File: src/rtl/cau_pkg.sv
// shared types for the complex arithmetic unit
// operation codes and the control bundle that travels down the pipeline
// no dependencies
package cau_pkg;

	typedef enum logic [1:0] {
		KIND_ADD = 2'd0,
		KIND_SUB = 2'd1,
		KIND_MUL = 2'd2,
		KIND_DIV = 2'd3
	} kind_t;

	typedef struct packed {
		logic is_div;
		logic dz;
		logic ovr_r;
		logic ovr_i;
		logic neg_r;
		logic neg_i;
		logic sat;
	} ctl_t;

endpackage

File: src/rtl/cau_div_step.sv
// one restoring division step for both result lanes, registered
// depends on cau_pkg
module cau_div_step import cau_pkg::*; #(
	parameter int DW    = 41,
	parameter int MW    = 32,
	parameter int QW    = 16,
	parameter int SHIFT = 0
) (
	input  logic            clk,
	input  logic            en,
	input  ctl_t            ctl_in,
	input  logic [MW-1:0]   den_in,
	input  logic [DW-1:0]   rem_r_in,
	input  logic [DW-1:0]   rem_i_in,
	input  logic [QW-1:0]   q_r_in,
	input  logic [QW-1:0]   q_i_in,
	input  logic [QW-1:0]   res_r_in,
	input  logic [QW-1:0]   res_i_in,
	output ctl_t            ctl_q,
	output logic [MW-1:0]   den_q,
	output logic [DW-1:0]   rem_r_q,
	output logic [DW-1:0]   rem_i_q,
	output logic [QW-1:0]   q_r_q,
	output logic [QW-1:0]   q_i_q,
	output logic [QW-1:0]   res_r_q,
	output logic [QW-1:0]   res_i_q
);
	logic [DW-1:0] dsh;
	logic          ge_r, ge_i;

	// trial subtract of the shifted divisor
	always_comb begin
		dsh  = DW'(den_in) << SHIFT;
		ge_r = rem_r_in >= dsh;
		ge_i = rem_i_in >= dsh;
	end

	always_ff @(posedge clk) begin
		if (en) begin
			ctl_q   <= ctl_in;
			den_q   <= den_in;
			rem_r_q <= ge_r ? rem_r_in - dsh : rem_r_in;
			rem_i_q <= ge_i ? rem_i_in - dsh : rem_i_in;
			q_r_q   <= q_r_in | (QW'(ge_r) << SHIFT);
			q_i_q   <= q_i_in | (QW'(ge_i) << SHIFT);
			res_r_q <= res_r_in;
			res_i_q <= res_i_in;
		end
	end

endmodule

File: config.mk
export PLATFORM = sky130hd
export DESIGN_NAME = cau_div_step
export DESIGN_NICKNAME = d
export VERILOG_FILES = /design/src/rtl/cau_pkg.sv /design/src/rtl/cau_div_step.sv
export SDC_FILE = /design/constraint.sdc
export NUM_CORES = 1
export LEC_CHECK = 0
export BUFFER_PORTS_ARGS = -buffer_cell sky130_fd_sc_hd__buf_2
export CAP_MARGIN = 20
export CORE_UTILIZATION = 50
export CTS_CLUSTER_SIZE = 12
export DETAILED_ROUTE_END_ITERATION = 6
export PLACE_DENSITY = 0.89
export SYNTH_ARGS = -nofsm -noshare
export SYNTH_HDL_FRONTEND = slang
export SYNTH_SLANG_ARGS = --single-unit
File: constraint.sdc
create_clock -name clk -period 6.65 [get_ports clk]
set_input_delay 0 -clock clk [delete_from_list [all_inputs] [get_ports clk]]
set_output_delay 0 -clock clk [all_outputs]
set_load 0.005 [all_outputs]
== Word-level counts from Yosys, hierarchy flattened ==
Index checks and enable logic that the tools add are counted.
Operators by class
  magnitude comparators: 2
  multiplexer cells: 2
  $add $sub $neg: 2
  bitwise logic cells: 2
Operators by type and width (count)
  $ge 41x32->1: 2
  $mux 41: 2
  $sub 41x32->41: 2
  $or 16x1->16: 2
Word-level totals
  register bits: 185
  logic and storage cells: 22

== Logic depth before layout (Yosys ltp) ==
  depth after elaboration: 2
  gate-level depth with buffers: 13

== Worst setup path after synthesis ==
OpenSTA, ideal clock, no wires.
  kind: input -> register
  start point: input rem_r_in[0]
  end point: register rem_r_q[40] (data pin)
  data required time: 6384 ps
  arrival: 2552 ps
  cell stages on the path: 13
  setup slack: 3832 ps
  setup time: 266 ps
  cells stage by stage: inv_1 ha_1 inv_1 fa_1 a211oi_1 o21ai_0 a31oi_1 o31a_1 o21bai_1 a21o_1 a2111o_1 nor4_4 xor2_1
Between the ends
  longest elaborated chain between the ends: 2
RTL lines
  from (decl): RTL line cau_div_step.sv:13  | input logic [DW-1:0] rem_r_in,
  $sub 41x32->41 / $ge 41x32->1 (equally long branches): RTL line cau_div_step.sv:42, cau_div_step.sv:34
  $mux 41 (*): RTL line cau_div_step.sv:42  | rem_r_q <= ge_r ? rem_r_in - dsh : rem_r_in;
  to (signal assigned): RTL line cau_div_step.sv:42
  to (decl): RTL line cau_div_step.sv:21  | output logic [DW-1:0] rem_r_q,
Every way passes the cells marked *; elsewhere a longest branch is shown, timed or not.
A chain may end at the register's enable or synchronous reset.

== Worst setup path after layout ==
  start point: input rem_i_in[0]
  end point: register rem_i_q[36] (data pin)
Between the ends
  longest elaborated chain between the ends: 2
RTL lines
  from (decl): RTL line cau_div_step.sv:14  | input logic [DW-1:0] rem_i_in,
  $sub 41x32->41 / $ge 41x32->1 (equally long branches): RTL line cau_div_step.sv:43, cau_div_step.sv:35
  $mux 41 (*): RTL line cau_div_step.sv:43  | rem_i_q <= ge_i ? rem_i_in - dsh : rem_i_in;
  to (signal assigned): RTL line cau_div_step.sv:43
  to (decl): RTL line cau_div_step.sv:22  | output logic [DW-1:0] rem_i_q,
Marked as above.

==> reports/qor.txt <==
Layout cells sized above 1 = 28.1%
Vias in the first global route = 9925
CTS max path bufs = 2
Cell Pwr Density = 223 mW/mm^2
Initial antenna violation count = 1
CP Data Arrival Time = 4.33 ns
Post-route cell area = 0.0149 mm^2
DP Wirelength = 23600 um
EDFF count, synth = 185
Synth warnings = 0
Crit path time final = 4.15 ns
Via count = 9826
Routed len/inst = 20.0 um
Critical path class = in2reg
Register area share after synthesis = 53.9%
Port Buffers = 371
CP required = 6.83 ns
First-pass GRT wire length = 53800 um
GRT Total Usage = 33.1%
Pins Over Slew Limit = 0
Post-route ant nets = 0
Nets = 1738
Via density = 5.55
Drt initial violations = 782
Number of remaining DRC errors = 0
TritonCTS sink count = 185
Die height = 146 um
Fill cell count = 1373
Startpoint types = input port
Final hold viol count = 0
Setup WS pre-CTS = 3.26 ns
Predominant post-synthesis flop cell = edfxtp_1
Placeable core area = 0.0202 mm^2
Setup crit start = rem_i_in[0]
CTS clk-pin slew, worst paths = 0.08 ns
Seq cells post-synth = 185
Max Fclk = 0.241 GHz
Post-Syn Area = 0.0103 mm^2
Layout Utilization = 73.6%
Final worst slack = 2.50 ns
Critical path capture point type = flip-flop
RSZ-0062 raised after global routing = false
CP cell instances = dlygate4sd3_1 -> buf_2 -> inv_1 -> ha_1 -> inv_1 -> fa_1 -> a21o_1 -> a221o_1 -> a211oi_1 -> o41ai_1 -> a31oi_1 -> o31ai_1 -> nor3_2 -> nand2_1 -> xnor2_1 -> dlygate4sd3_1
Largest fanout on the critical path = 5
Post-Syn Nets = 1190
Status = completed
CTS tree = done
1st-pass router iterations = 5
MaxCap Viol Count = 0
Ports = 372
Die Span X = 146 um
CP top delay family = compound AO/OA/AOI/OAI gates
Avg Synthesized Cell Area = 11.0 um^2
Critical path's largest stage delay = 0.58 ns
Slew HR = 32.0%
Worst vdd ir = 0.190 mV
Post-synthesis cell type count = 62
Clock tree root buffer cell = clkbuf_16
Global route overflow = 0
Largest net degree at the start of global routing = 109
Number of H-tree levels = 4
Worst hold start = rem_i_in[32]
Hold WS = 0.0814 ns
P&R area growth vs syn = 44.4%
Crit path buffers/inverters = 5
Initial core utilization = 51.0%
Crit path max-delay cell type = a211oi_1
Routed WL = 35300 um
Gate Count Post-Synth = 937
Num CTS Buffers = 17
Number of cell rows = 52
Post-CTS Setup Repair Bufs = 0
GPL Wtd Cong = 0.944
P_leak = 6.44 nW
Worst-margin pin slew = 1.02 ns
Worst Hold Class = in2reg
Die area = 0.0212 mm^2
Cell Area, Placed = 0.0124 mm^2
Final setup fails = 0
Fin Setup TNS = 0 ns
Crit share post-route = 62.4%
Post-synth ARST share = 0%
placed cells by master (no fill, tap or decap), types with 3 or more instances in the layout:
cell type / n
nor2_1: 47
o21a_1: 3
o211ai_1: 4
o31ai_1: 6
dlygate4sd3_1: 187
nor3_1: 16
mux2_2: 5
and2_1: 4
a31oi_1: 9
xor2_1: 34
buf_4: 3
or3_1: 5
nor2b_1: 5
nor4_1: 6
o21ai_0: 86
xnor2_1: 39
or4_1: 5
clkbuf_16: 17
o21bai_1: 10
a21boi_0: 3
buf_2: 370
nand2b_1: 5
nor3b_1: 3
nand4_1: 12
clkinv_8: 4
and3_1: 8
nand3_1: 14
edfxtp_1: 185
a21oi_1: 66
nand2_1: 118
nor3_2: 3
ha_1: 64
inv_8: 3
inv_6: 5
a211oi_1: 9
inv_1: 47
a21o_1: 45
o31a_1: 4
final cells by class:
| cell class | instances | area (um^2) | area share (%) |
|---|---|---|---|
| flip-flops and latches | 185 | 5560 | 37.3 |
| well taps | 270 | 338 | 2.27 |
| inverters | 47 | 176 | 1.19 |
| diodes | 1 | 2.50 | 0.0168 |
| clock buffers | 17 | 425 | 2.86 |
| clock inverters | 15 | 171 | 1.15 |
| multi-input cells | 673 | 4460 | 29.9 |
| repair buffers | 561 | 3760 | 25.3 |
path summary, 6_finish.rpt:
check,slack [ns],endpoint,cells after the start
worst max-delay path,2.50,rem_i_q[36]$_DFFE_PP_,16
worst min-delay path,0.08,rem_i_q[32]$_DFFE_PP_,2
per-stage QoR:
step	std cells	power, mW
finish	1769	3.32
global route	1769	3.44
floorplan	937	1.86
CTS	1768	3.28
global placement	1549	2.16
detailed placement	1549	2.18
synth_stat cells, types with 14 or more instances:
cell type	instances	area share [%]
edfxtp_1	185	54
nand2_1	118	4.3
o21ai_0	86	4.2
a21oi_1	66	3.2
ha_1	64	7.8
inv_1	47	1.7
nor2_1	47	1.7
a21o_1	45	3.3
xnor2_1	39	3.3
xor2_1	34	2.9
clkbuf_1	25	0.91
nor3_1	16	0.78
nand3_1	14	0.68
cells by family after synthesis:
logic type               Yosys count  share of synthesized area (%)
AO/OA/AOI/OAI                    266                           16.0
adder cells (fa/ha/maj)           66                           8.16
AND/OR/NAND/NOR                  261                           12.0
flip-flops                       185                           53.9
XOR/XNOR                          73                           6.20
buffers and inverters             79                           3.02
multiplexers                       7                          0.740
flip-flops by register name (all words and copies together) (netlist names):
register / flops
q_i_q: 16
rem_i_q: 41
q_r_q: 16
den_q: 32
res_i_q: 16
ctl_q: 7
rem_r_q: 41
res_r_q: 16
power breakdown:
group / internal (mW) / switching (mW) / total [mW]
clock: 0.511 / 0.524 / 1.03
sequential: 1.44 / 0.0407 / 1.48
combinational: 0.370 / 0.433 / 0.803
metal layers:
metal / up-vias / routed length [um] / track usage [%] / share of wire [%]
met5: - / 0 / 0 / 0
met1: 4589 / 13300 / 37.8 / 38
met2: 544 / 17800 / 58.8 / 50
met3: 118 / 2280 / 5.80 / 6.5
li1: 4575 / - / - / -
met4: 0 / 2000 / 18.7 / 5.7
timing repair:
item,4_1_cts,5_1_grt
endpoints found under the setup margin,0,0
hold buffers,187,0
resized for setup,0,0
endpoints found under the hold margin,184,0
Note: power is estimated with default switching activity, not from simulation.
